===== src/hw/rtl/vtfa_pkg.sv =====
// ----------------------------------------------------------------------------
// vtfa_pkg
// Shared types and constants of the vertex tangent frame averager.
// ----------------------------------------------------------------------------
`default_nettype none

package vtfa_pkg;

    localparam int VERTEX_COUNT   = 1024;
    localparam int COMPONENT_BITS = 16;
    localparam int INDEX_BITS     = 10;
    localparam int ONE_SHIFT      = COMPONENT_BITS - 2;
    localparam int SUM_BITS       = COMPONENT_BITS + 2;
    localparam int MAG_BITS       = SUM_BITS;
    localparam int L2_BITS        = 2 * MAG_BITS + 2;
    localparam int Q_BITS         = COMPONENT_BITS - 1;
    localparam int QCNT_BITS      = 4;
    localparam int ENTRY_BITS     = 3 * COMPONENT_BITS;
    localparam int REDUCE_SHIFT   = 17;

    localparam logic [1:0] CMD_ACCUM = 2'd0;
    localparam logic [1:0] CMD_CLEAR = 2'd1;
    localparam logic [1:0] CMD_READ  = 2'd2;
    localparam logic [1:0] CMD_SPARE = 2'd3;

    localparam logic [1:0] ST_UPDATED = 2'd0;
    localparam logic [1:0] ST_SKIPPED = 2'd1;
    localparam logic [1:0] ST_CLEARED = 2'd2;
    localparam logic [1:0] ST_READ    = 2'd3;

    typedef logic signed [COMPONENT_BITS-1:0] t_comp;

    typedef struct packed {
        logic [1:0]            cmd;
        logic [INDEX_BITS-1:0] vertex_index;
        logic                  fetch_ok;
        t_comp                 tan_x;
        t_comp                 tan_y;
        t_comp                 tan_z;
        t_comp                 bin_x;
        t_comp                 bin_y;
        t_comp                 bin_z;
    } t_in;

    typedef struct packed {
        logic [INDEX_BITS-1:0] out_index;
        t_comp                 avg_tan_x;
        t_comp                 avg_tan_y;
        t_comp                 avg_tan_z;
        t_comp                 avg_bin_x;
        t_comp                 avg_bin_y;
        t_comp                 avg_bin_z;
        logic [1:0]            status;
    } t_out;

    // controller to datapath
    typedef struct packed {
        logic       latch_in;
        logic       mem_rd;
        logic       load_entry;
        logic       sel_bin;
        logic       calc_sum;
        logic       calc_sq;
        logic       calc_l2;
        logic       bs_init;
        logic       bs_mid;
        logic       bs_mul;
        logic       bs_step;
        logic [1:0] comp_sel;
        logic       bs_store;
        logic       mem_wr;
        logic       clr_wr;
        logic       clr_next;
        logic       out_load;
        logic [1:0] out_status;
        logic       out_zero;
    } t_ctrl;

    // datapath to controller
    typedef struct packed {
        logic [1:0] cmd;
        logic       fetch_ok;
        logic       in_range;
        logic       clr_last;
        logic       bs_done;
    } t_stat;

endpackage

`default_nettype wire


===== src/hw/rtl/vtfa_ctrl.sv =====
// ----------------------------------------------------------------------------
// vtfa_ctrl
// Sequencer: decodes the command and steps the datapath through its phases.
// ----------------------------------------------------------------------------
`default_nettype none

module vtfa_ctrl
    import vtfa_pkg::*;
(
    input  wire logic  i_clk,
    input  wire logic  i_rst_n,
    input  wire logic  i_start,
    output logic       o_busy,
    input  wire t_stat i_stat,
    output t_ctrl      o_ctrl
);

    localparam logic [3:0] S_IDLE   = 4'd0;
    localparam logic [3:0] S_DEC    = 4'd1;
    localparam logic [3:0] S_RD     = 4'd2;
    localparam logic [3:0] S_LOAD   = 4'd3;
    localparam logic [3:0] S_SUM    = 4'd4;
    localparam logic [3:0] S_SQ     = 4'd5;
    localparam logic [3:0] S_L2     = 4'd6;
    localparam logic [3:0] S_BINIT  = 4'd7;
    localparam logic [3:0] S_BMID   = 4'd8;
    localparam logic [3:0] S_BMUL   = 4'd9;
    localparam logic [3:0] S_BCMP   = 4'd10;
    localparam logic [3:0] S_WR     = 4'd11;
    localparam logic [3:0] S_CLR    = 4'd12;
    localparam logic [3:0] S_OUT    = 4'd13;
    localparam logic [3:0] S_INIT   = 4'd14;

    logic [3:0] r_state, n_state;
    logic       r_bin, n_bin;
    logic [1:0] r_comp, n_comp;
    logic [1:0] r_status, n_status;
    logic       r_zero, n_zero;

    always_ff @(posedge i_clk) begin
        if (!i_rst_n) begin
            r_state  <= S_INIT;
            r_bin    <= 1'b0;
            r_comp   <= 2'd0;
            r_status <= ST_UPDATED;
            r_zero   <= 1'b0;
        end else begin
            r_state  <= n_state;
            r_bin    <= n_bin;
            r_comp   <= n_comp;
            r_status <= n_status;
            r_zero   <= n_zero;
        end
    end

    always_comb begin
        n_state  = r_state;
        n_bin    = r_bin;
        n_comp   = r_comp;
        n_status = r_status;
        n_zero   = r_zero;
        o_ctrl   = '0;
        o_ctrl.sel_bin    = r_bin;
        o_ctrl.comp_sel   = r_comp;
        o_ctrl.out_status = r_status;
        o_ctrl.out_zero   = r_zero;
        unique case (r_state)
            S_INIT: begin
                o_ctrl.clr_wr   = 1'b1;
                o_ctrl.clr_next = 1'b1;
                if (i_stat.clr_last) begin
                    n_state = S_IDLE;
                end
            end
            S_IDLE: begin
                if (i_start) begin
                    o_ctrl.latch_in = 1'b1;
                    n_state = S_DEC;
                end
            end
            S_DEC: begin
                n_bin  = 1'b0;
                n_comp = 2'd0;
                n_zero = !i_stat.in_range;
                if (i_stat.cmd == CMD_CLEAR) begin
                    n_status = ST_CLEARED;
                    n_zero   = 1'b1;
                    n_state  = S_CLR;
                end else if (i_stat.cmd == CMD_ACCUM && i_stat.fetch_ok
                             && i_stat.in_range) begin
                    n_status = ST_UPDATED;
                    n_state  = S_RD;
                end else begin
                    n_status = (i_stat.cmd == CMD_ACCUM) ? ST_SKIPPED : ST_READ;
                    n_state  = S_RD;
                end
            end
            S_RD: begin
                o_ctrl.mem_rd = 1'b1;
                n_state = S_LOAD;
            end
            S_LOAD: begin
                o_ctrl.load_entry = 1'b1;
                n_state = (r_status == ST_UPDATED) ? S_SUM : S_OUT;
            end
            S_SUM: begin
                o_ctrl.calc_sum = 1'b1;
                n_state = S_SQ;
            end
            S_SQ: begin
                o_ctrl.calc_sq = 1'b1;
                n_state = S_L2;
            end
            S_L2: begin
                o_ctrl.calc_l2 = 1'b1;
                n_comp  = 2'd0;
                n_state = S_BINIT;
            end
            S_BINIT: begin
                o_ctrl.bs_init = 1'b1;
                n_state = S_BMID;
            end
            S_BMID: begin
                if (i_stat.bs_done) begin
                    o_ctrl.bs_store = 1'b1;
                    if (r_comp == 2'd2) begin
                        if (r_bin) begin
                            n_state = S_WR;
                        end else begin
                            n_bin   = 1'b1;
                            n_state = S_SUM;
                        end
                    end else begin
                        n_comp  = r_comp + 2'd1;
                        n_state = S_BINIT;
                    end
                end else begin
                    o_ctrl.bs_mid = 1'b1;
                    n_state = S_BMUL;
                end
            end
            S_BMUL: begin
                o_ctrl.bs_mul = 1'b1;
                n_state = S_BCMP;
            end
            S_BCMP: begin
                o_ctrl.bs_step = 1'b1;
                n_state = S_BMID;
            end
            S_WR: begin
                o_ctrl.mem_wr = 1'b1;
                n_state = S_OUT;
            end
            S_CLR: begin
                o_ctrl.clr_wr   = 1'b1;
                o_ctrl.clr_next = 1'b1;
                if (i_stat.clr_last) begin
                    n_state = S_OUT;
                end
            end
            S_OUT: begin
                o_ctrl.out_load = 1'b1;
                n_state = S_IDLE;
            end
            default: begin
                n_state = S_IDLE;
            end
        endcase
    end

    assign o_busy = (r_state != S_IDLE);

endmodule

`default_nettype wire


===== config.mk =====
export PLATFORM = sky130hd
export DESIGN_NAME = vtfa_ctrl
export DESIGN_NICKNAME = d
export VERILOG_FILES = /design/src/hw/rtl/vtfa_pkg.sv /design/src/hw/rtl/vtfa_ctrl.sv
export SDC_FILE = /design/constraint.sdc
export NUM_CORES = 1
export LEC_CHECK = 0
export ABC_AREA = 0
export CAP_MARGIN = 20
export CORE_UTILIZATION = 54
export CTS_CLUSTER_SIZE = 40
export DETAILED_ROUTE_END_ITERATION = 7
export DONT_BUFFER_PORTS = 1
export GPL_ROUTABILITY_DRIVEN = 1
export GPL_TIMING_DRIVEN = 0
export PLACE_DENSITY = 0.8
export SYNTH_ARGS = -nofsm -noshare
export SYNTH_HDL_FRONTEND = slang
export SYNTH_SLANG_ARGS = --single-unit

===== constraint.sdc =====
create_clock -name i_clk -period 1.3 [get_ports i_clk]
set_clock_uncertainty 0.1 [all_clocks]
set_input_delay 0.195 -clock i_clk [delete_from_list [all_inputs] [get_ports i_clk]]
set_output_delay 0.195 -clock i_clk [all_outputs]
set_load 0.02 [all_outputs]

==> impl_results.md, run 1 <==
* Adder-Cell Fraction of Synth Area at 1.69%
* Clock root buffer: clkbuf_4
* Worst setup endpoint GRT: o_ctrl[12]
* CTS Buf Count at 3
* Pin count of the biggest net entering global routing at 11
* Seq/Total Area, Yosys at 27.0%
* Largest family of logic cells by synthesized area: simple AND/OR/NAND/NOR gates
* Compound-cell area share of the yosys netlist at 25.7%
* FF+latch count, synth at 10
* Post-synthesis mux area share at 1.35%
* Tool error: [ERROR DPL-0038] Utilization greater than 100%, impossible to legalize
* Ports at 31
* Syn nets at 109
* H-Tree Depth at 1
* Failed at: global routing (5_1_grt)
* WEP type: primary output
* Detailed Place HPWL at 1.28 mm
* Cell Area, Synth at 741 sq um
* XOR/XNOR Fraction of Synth Area at 0%
* Dpl ws at -0.302 ns
* Die Width at 39.0 um
* Post-Synth Simple-Gate Area at 34.1%
* Syn Area/Cell at 7.48 sq um
* CTS max path bufs at 2
* Initial Utilization at 62.4%
* Synth warn at 0
* Placement Cell Area at 817 sq um
* I/O Buffers at 0
* CTS sink count at 10
* Die Span Y at 39.0 um
* Cells after Synth at 99
* Status: aborted with a tool error
* FP Rows at 12
* Netlist cell types at 31
* Routability congestion estimate at 0.882
[kinds of logic after synthesis]
logic type	Yosys count
AND/OR/NAND/NOR	47
buffers and inverters	14
adder cells (fa/ha/maj)	1
flip-flops	10
multiplexers	1
AO/OA/AOI/OAI	26
[through the flow]
step	std cells	setup TNS (ns)
after floorplan	99	-0.599
after global placement	113	-2.84
after detailed placement	113	-3.38
after CTS	128	-3.75
[Yosys cell counts, drive strengths merged]
cell type  number  area share (%)
o2111ai         1             1.2
a31oi           1            0.85
mux2i           1             1.4
a32oi           1             1.2
buf             8             7.1
o311ai          1             1.2
nand3           3             2.0
o32ai           1             1.2
nor3            7             4.7
o31ai           2             2.0
or4b            1             1.9
a2111oi         1             2.0
nand2b          3             2.5
a21o            2             2.0
a311oi          1             1.2
a21oi           5             3.4
nor2           16             8.1
nand2           8             4.1
nor2b           5             4.2
and4bb          1             1.7
ha              1             1.7
a211oi          4             5.4
inv             6             3.0
o21ai           6             4.1
and3            1            0.85
nor4b           2             4.1
dfxtp          10              27
[timing repair]
action	CTS
endpoints found under the setup margin	26
hold buffers	3
resized for setup	49
hold endpoints to repair	3
setup buffers	7
cloned	1
pin swaps	20
==> inputs of run 2 (changes only) <==
--- a/config.mk
+++ b/config.mk
@@ -7,13 +7,13 @@
 export LEC_CHECK = 0
 export ABC_AREA = 0
 export CAP_MARGIN = 20
-export CORE_UTILIZATION = 54
-export CTS_CLUSTER_SIZE = 40
+export CORE_AREA = 2 2 63 65
 export DETAILED_ROUTE_END_ITERATION = 7
+export DIE_AREA = 0 0 65 67
 export DONT_BUFFER_PORTS = 1
 export GPL_ROUTABILITY_DRIVEN = 1
 export GPL_TIMING_DRIVEN = 0
-export PLACE_DENSITY = 0.8
+export PLACE_DENSITY_LB_ADDON = 0.15
 export SYNTH_ARGS = -nofsm -noshare
 export SYNTH_HDL_FRONTEND = slang
 export SYNTH_SLANG_ARGS = --single-unit
==> constraint.sdc (replaced) <==
create_clock -name i_clk -period 1.7 [get_ports i_clk]
set_clock_uncertainty 0.1 [all_clocks]
set_input_delay 0.255 -clock i_clk [delete_from_list [all_inputs] [get_ports i_clk]]
set_output_delay 0.255 -clock i_clk [all_outputs]
set_load 0.02 [all_outputs]
==> run 2 against run 1 <==
The run now ends clean. Synthesized cell count did not move. Synthesized area did not move.
==> impl_results.md, run 2 <==
* Worst setup SP type: register
* Crit path required time at 1.34 ns
* Die Width at 65 um (was 39.0 um)
* Wirelength, routed at 2.21 mm
* Max-slew violations at 0
* Hold_buf cts at 0 (was 3)
* Routability congestion estimate at 0.729 (was 0.882)
* Die Span Y at 67 um (was 39.0 um)
* Syn nets at 109 (unchanged)
* Initial antenna violation count at 0
* Ports at 31 (unchanged)
* EDFF count, synth at 0 (unchanged)
* Initial Utilization at 20.5% (was 62.4%)
* Post-synth top area share at 27.0% (unchanged)
* DR vias at 754
* Overall Global Routing Usage at 10.8%
* Critical path endpoint category: output pin
* Most used DFF post-synth: dfxtp_1 (unchanged)
* Drt pass-1 iters at 4
* Worst path arrival time at 1.29 ns
* DRT iter0 DRCs at 12
* Worst VDD drop at 0.617 mV
* Pin count of the biggest net entering global routing at 11
* Compound-cell area share of the yosys netlist at 25.7% (unchanged)
* Nets at 117
* Max reg flops at 4
* Hold WC Path Type: in2reg
* Total grt overflow at 0
* Fmax at 608 MHz
* Final period util at 96.7%
* Cells after Synth at 99 (unchanged)
* Residual DRC at 0
* Clock root buffer: clkbuf_8 (was clkbuf_4)
* Final min period at 1.64 ns
* Adder-Cell Fraction of Synth Area at 1.69% (unchanged)
* Vias in the first global route at 725
* Final Util at 27.9%
* R2R Setup Slk at 0.11 ns
* Largest family of logic cells by synthesized area: simple AND/OR/NAND/NOR gates (unchanged)
* PwrDens at 1720 mW/mm^2
* Leading cell types in the layout, fill and taps excluded: buf_4, nor2_1, nor2_4
* Setup Viol. Count Final at 0
* Most frequent cell after synthesis: nor2_1 (unchanged)
* Seq/Total Area, Yosys at 27.0% (unchanged)
* CTS tree: built
* # fillers at 405
* Clk_lat worst skew at 0.23 ns
* Setup TNS at 0 ns
* Final hold vios at 0
* Post-Synth Simple-Gate Area at 34.1% (unchanged)
* Most flop-heavy register: r_state
* Peak fanout along the critical path at 10
* XOR/XNOR Fraction of Synth Area at 0% (unchanged)
* CTS max path bufs at 2 (unchanged)
* Worst rel slew slack at 59.7%
* Clock transition at path regs at 0.04 ns
* Antenna-violating nets left at 0
* Syn Area/Cell at 7.48 sq um (unchanged)
* Top cells by area, synth: dfxtp_1, nor2_1, buf_4 (unchanged)
* First-pass GRT wire length at 3.53 mm
* FFs w/ async S/R, synth at 0% (unchanged)
* Diodes inserted at 0
* CTS sink count at 10 (unchanged)
* Area leader, netlist: dfxtp_1 (unchanged)
* CTS Buf Count at 3 (unchanged)
* H-Tree Depth at 1 (unchanged)
* Post-route cell area at 0.00101 sq mm
* Synth-to-layout area growth at 36.0%
* FF+latch count, synth at 10 (unchanged)
* DIE AREA at 0.00436 sq mm
* Vias per inst at 4.93
* CP Class: reg2out
* Slew @ Worst Pin at 0.603 ns
* Netlist cell types at 31 (unchanged)
* Detailed Place HPWL at 1.65 mm (was 1.28 mm)
* Core footprint at 0.00361 sq mm
* Post-synth top cells: nor2_1, dfxtp_1, nand2_1 (unchanged)
* Share of cells above drive strength 1 at 41.9%
* FP Rows at 22 (was 12)
* Cell Area, Synth at 741 sq um (unchanged)
* Drt wl/cell at 14.5 um
* Largest regs: r_state: 4 flops, r_comp: 2 flops, r_status: 2 flops
* Synth warn at 0 (unchanged)
* I/O Buffers at 0 (unchanged)
* Status: complete, no violations (was aborted with a tool error)
* P_leak at 0.354 nW
* Post-synthesis mux area share at 1.35% (unchanged)
* Number of max-cap violations at 0
* Placement Cell Area at 801 sq um (was 817 sq um)
-- run 2: per-layer routing --
layer | vias to the layer above | global-route usage [%] | part of all wire (%)
met5 | - | 0 | 0
met4 | 0 | 4.79 | 1.7
met3 | 4 | 3.38 | 9.6
met2 | 39 | 15.2 | 39
met1 | 346 | 15.0 | 49
li1 | 365 | - | -
-- run 2: cells by family after synthesis --
group	Yosys count
AOI/OAI and AO/OA	26
adders and majority gates	1
buffers and inverters	14
DFF	10
muxes	1
and+or+nand+nor	47
-- run 2: per-stage QoR --
step	hold WS (ns)	std cells	total power, mW	worst slack, ns
finish	0.0175	153	1.73	0.0561
global route	0.0139	153	1.86	-0.0124
CTS	0.00970	152	1.66	-0.0323
detailed placement	0.255	147	1.20	-0.0648
global placement	0.252	147	1.19	-0.0651
floorplan	0.250	99	1.04	0.124
-- run 2: layout make-up --
class / count / area (sq um) / area share, %
multi-input combinational: 75 / 583 / 57.9
buffer: 8 / 67.6 / 6.71
inverter: 6 / 22.5 / 2.24
tap: 48 / 60.1 / 5.96
sequential: 10 / 210 / 20.9
timing repair buffer: 3 / 22.5 / 2.24
clock buffer: 3 / 41.3 / 4.10
-- run 2: worst paths after layout --
kind | from | end | cells after the start
max reg2reg | r_state[3] | r_comp[1] | 5
min reg2reg | r_zero | r_zero | 2
min | i_rst_n | r_state[1] | 1
max | r_state[2] | o_ctrl[16] | 3
-- run 2: repair_timing --
action	4_1_cts	5_1_grt
resized for setup	29	13
buffers inserted	2	1
cloned	0	0
endpoints found under the setup margin	13	13
pin swaps	1	2
-- run 2: critical path, stage by stage (launching register included) --
cell      delay (ns)
dfxtp_4         0.40
buf_6           0.18
nand2b_2        0.15
nor3_4          0.32
-- run 2: where the power goes --
part           internal (mW)  switching, mW
logic                  0.385          0.709
clock network          0.155         0.0904
registers              0.300         0.0952
Power figures use the tool's default switching activity.
==> inputs of run 3 (changes only) <==
==> constraint.sdc (replaced) <==
create_clock -name i_clk -period 2 [get_ports i_clk]
set_clock_uncertainty 0.1 [all_clocks]
set_input_delay 0.3 -clock i_clk [delete_from_list [all_inputs] [get_ports i_clk]]
set_output_delay 0.3 -clock i_clk [all_outputs]
set_load 0.02 [all_outputs]
==> run 3 against run 2 <==
Worst setup slack better by 0.063 ns. Combinational power decreased by 33%. First-iteration DRC count increased by 120%. Clock-buffer cell count stayed put. Wire length decreased by 4.4%. Critical path type unchanged. Largest cell class unchanged. Highest routed layer unchanged.
==> impl_results.md, run 3 (synthesis gave the netlist of run 2 again) <==
* CTS max path bufs at 2 (unchanged)
* NetSw at 0.641 mW (was 0.895 mW)
* Die Span Y at 67 um (unchanged)
* Residual DRC at 0 (unchanged)
* Share of cells above drive strength 1 at 23.5% (was 41.9%)
* H-Tree Depth at 1 (unchanged)
* WP buf/inv at 1 (unchanged)
* CTS Buf Count at 3 (unchanged)
* Core footprint at 0.00361 sq mm (unchanged)
* Vias in the first global route at 665 (was 725)
* Hold WC Path Type: in2reg (unchanged)
* Placed insts at 147 (unchanged)
* Nets at 114 (was 117)
* Critical Path Start: r_state[0] (was r_state[2])
* Detailed Place HPWL at 1.65 mm (unchanged)
* Largest regs: r_state: 4 flops, r_comp: 2 flops, r_status: 2 flops (unchanged)
* Initial antenna violation count at 0 (unchanged)
* Antenna-violating nets left at 0 (unchanged)
* Max reg flops at 4 (unchanged)
* Ports at 31 (unchanged)
* Drt pass-1 iters at 4 (unchanged)
* CTS tree: built (unchanged)
* Vias per inst at 4.92 (was 4.93)
* Routability congestion estimate at 0.729 (unchanged)
* Setup Viol. Count Final at 0 (unchanged)
* Fmax at 532 MHz
* Sequential power share at 25.3% (was 22.8%)
* Placement Cell Area at 801 sq um (unchanged)
* Worst rel slew slack at 59.4% (was 59.7%)
* Commonest non-fill, non-tap cell in the layout: nor2_1
* CP top delay family: simple AND/OR/NAND/NOR gates (unchanged)
* Postcts setup bufs at 0 (was 2)
* Worst setup SP type: register (unchanged)
* Int Pwr at 0.620 mW (was 0.840 mW)
* First-pass GRT wire length at 3.37 mm (was 3.53 mm)
* Drt wl/cell at 14.1 um (was 14.5 um)
* Leading cell types in the layout, fill and taps excluded: nor2_1, dfxtp_1, nand2_1 (was buf_4, nor2_1, nor2_4)
* Synth-to-layout area growth at 17.6% (was 36.0%)
* DIE AREA at 0.00436 sq mm (unchanged)
* Clock transition at path regs at 0.05 ns (was 0.04 ns)
* Final hold vios at 0 (unchanged)
* Logic gate share of total power at 58.1% (was 63.1%)
* I/O Buffers at 0 (unchanged)
* DRT iter0 DRCs at 26 (was 12)
* Slowest cell on the critical path: dfxtp_1 (was dfxtp_4)
* P_leak at 0.317 nW (was 0.354 nW)
* Clk_lat worst skew at 0.23 ns (about the same)
* DR vias at 738 (was 754)
* Start of the worst register-to-register path: r_comp[0] (was r_state[3])
* Clock Power Share at 16.6% (was 14.1%)
* Worst VDD drop at 0.510 mV (was 0.617 mV)
* Initial Utilization at 20.5% (unchanged)
* Die Width at 65 um (unchanged)
* Unrepaired setup endpoints after global routing: false
* Hold_sp: i_rst_n (unchanged)
* Hold_buf cts at 0 (unchanged)
* Peak fanout along the critical path at 10 (unchanged)
* Crit path required time at 1.60 ns (was 1.34 ns)
* Sw Ratio at 50.8% (was 51.6%)
* Most flop-heavy register: r_state (unchanged)
* Final period util at 94.1%
* Post-route cell area at 871 sq um (was 0.00101 sq mm)
* FP Rows at 22 (unchanged)
* Worst path arrival time at 1.48 ns (was 1.29 ns)
* CP Class: reg2out (unchanged)
* CP Cell Sequence: buf_2, nand2_1, nor2_1 (was buf_6, nand2b_2, nor3_4)
* Number of max-cap violations at 0 (unchanged)
* Wirelength, routed at 2.12 mm (was 2.21 mm)
* Critical path endpoint category: output pin (unchanged)
* CTS sink count at 10 (unchanged)
* Total grt overflow at 0 (unchanged)
* Max-slew violations at 0 (unchanged)
* Finished Layout Cells at 150 (was 153)
* Slew @ Worst Pin at 0.608 ns (was 0.603 ns)
* PwrDens at 1450 mW/mm^2 (was 1720 mW/mm^2)
* Max stage delay on crit path at 0.43 ns (was 0.40 ns)
* Pin count of the biggest net entering global routing at 11 (unchanged)
* Diodes inserted at 0 (unchanged)
* Clock root buffer: clkbuf_8 (unchanged)
* Overall Global Routing Usage at 10.4% (was 10.8%)
* Status: complete, no violations (unchanged)
* Final min period at 1.88 ns
==> run 3: cell count changes in the layout (fill, tap and decap cells not counted), sizes merged <==
cell | before | now
buf | 11 | 8
==> run 3: stage by stage <==
| stage | hold slack, ns | setup slack, ns | TNS (ns) | power, mW | utilization [%] |
|---|---|---|---|---|---|
| after global placement | 0.297 | 0.190 | 0 | 1.01 | 22.2 |
| after detailed placement | 0.300 | 0.190 | 0 | 1.02 | 22.2 |
| after CTS | 0.0548 | -0.0192 | -0.0367 | 1.25 | 23.6 |
| final | 0.0623 | 0.119 | 0 | 1.26 | 24.1 |
| after floorplan | 0.295 | 0.384 | 0 | 0.887 | - |
| after global routing | 0.0589 | 0.0189 | 0 | 1.36 | 24.1 |
==> run 3: layout make-up <==
type / count / area, sq um
buffer: 8 / 52.6
tap: 48 / 60.1
sequential: 10 / 200
clock buffer: 3 / 41.3
fill: 412 / 2740
inverter: 6 / 22.5
multi-input combinational: 75 / 494
==> run 3: path summary, 6_finish.rpt <==
path	end	slack (ns)	cells after the start
worst max-delay path	o_ctrl[6]	0.12	3
worst min-delay path	r_state[1]	0.06	1
worst max register to register	r_state[0]	0.27	6
worst min register to register	r_zero	0.40	2
==> run 3: routing by layer <==
| layer | routed length [um] | part of all wire (%) | global-route usage [%] |
|---|---|---|---|
| met1 | 1030 | 49 | 14.5 |
| met2 | 818 | 39 | 14.4 |
| met3 | 232 | 11 | 3.21 |
| met4 | 38 | 1.8 | 4.79 |
| met5 | 0 | 0 | 0 |
==> run 3: timing repair <==
action,4_1_cts,5_1_grt
setup endpoints to repair,2,5
resized for setup,1,5
cloned,0,0
==> run 3: power groups by stage <==
stage               Combinational [mW]  Clock [mW]  Sequential (mW)
floorplan                        0.592           0            0.295
global placement                 0.704           0            0.310
detailed placement               0.704           0            0.313
CTS                              0.714       0.217            0.318
global route                     0.808       0.225            0.330
finish                           0.733       0.209            0.319
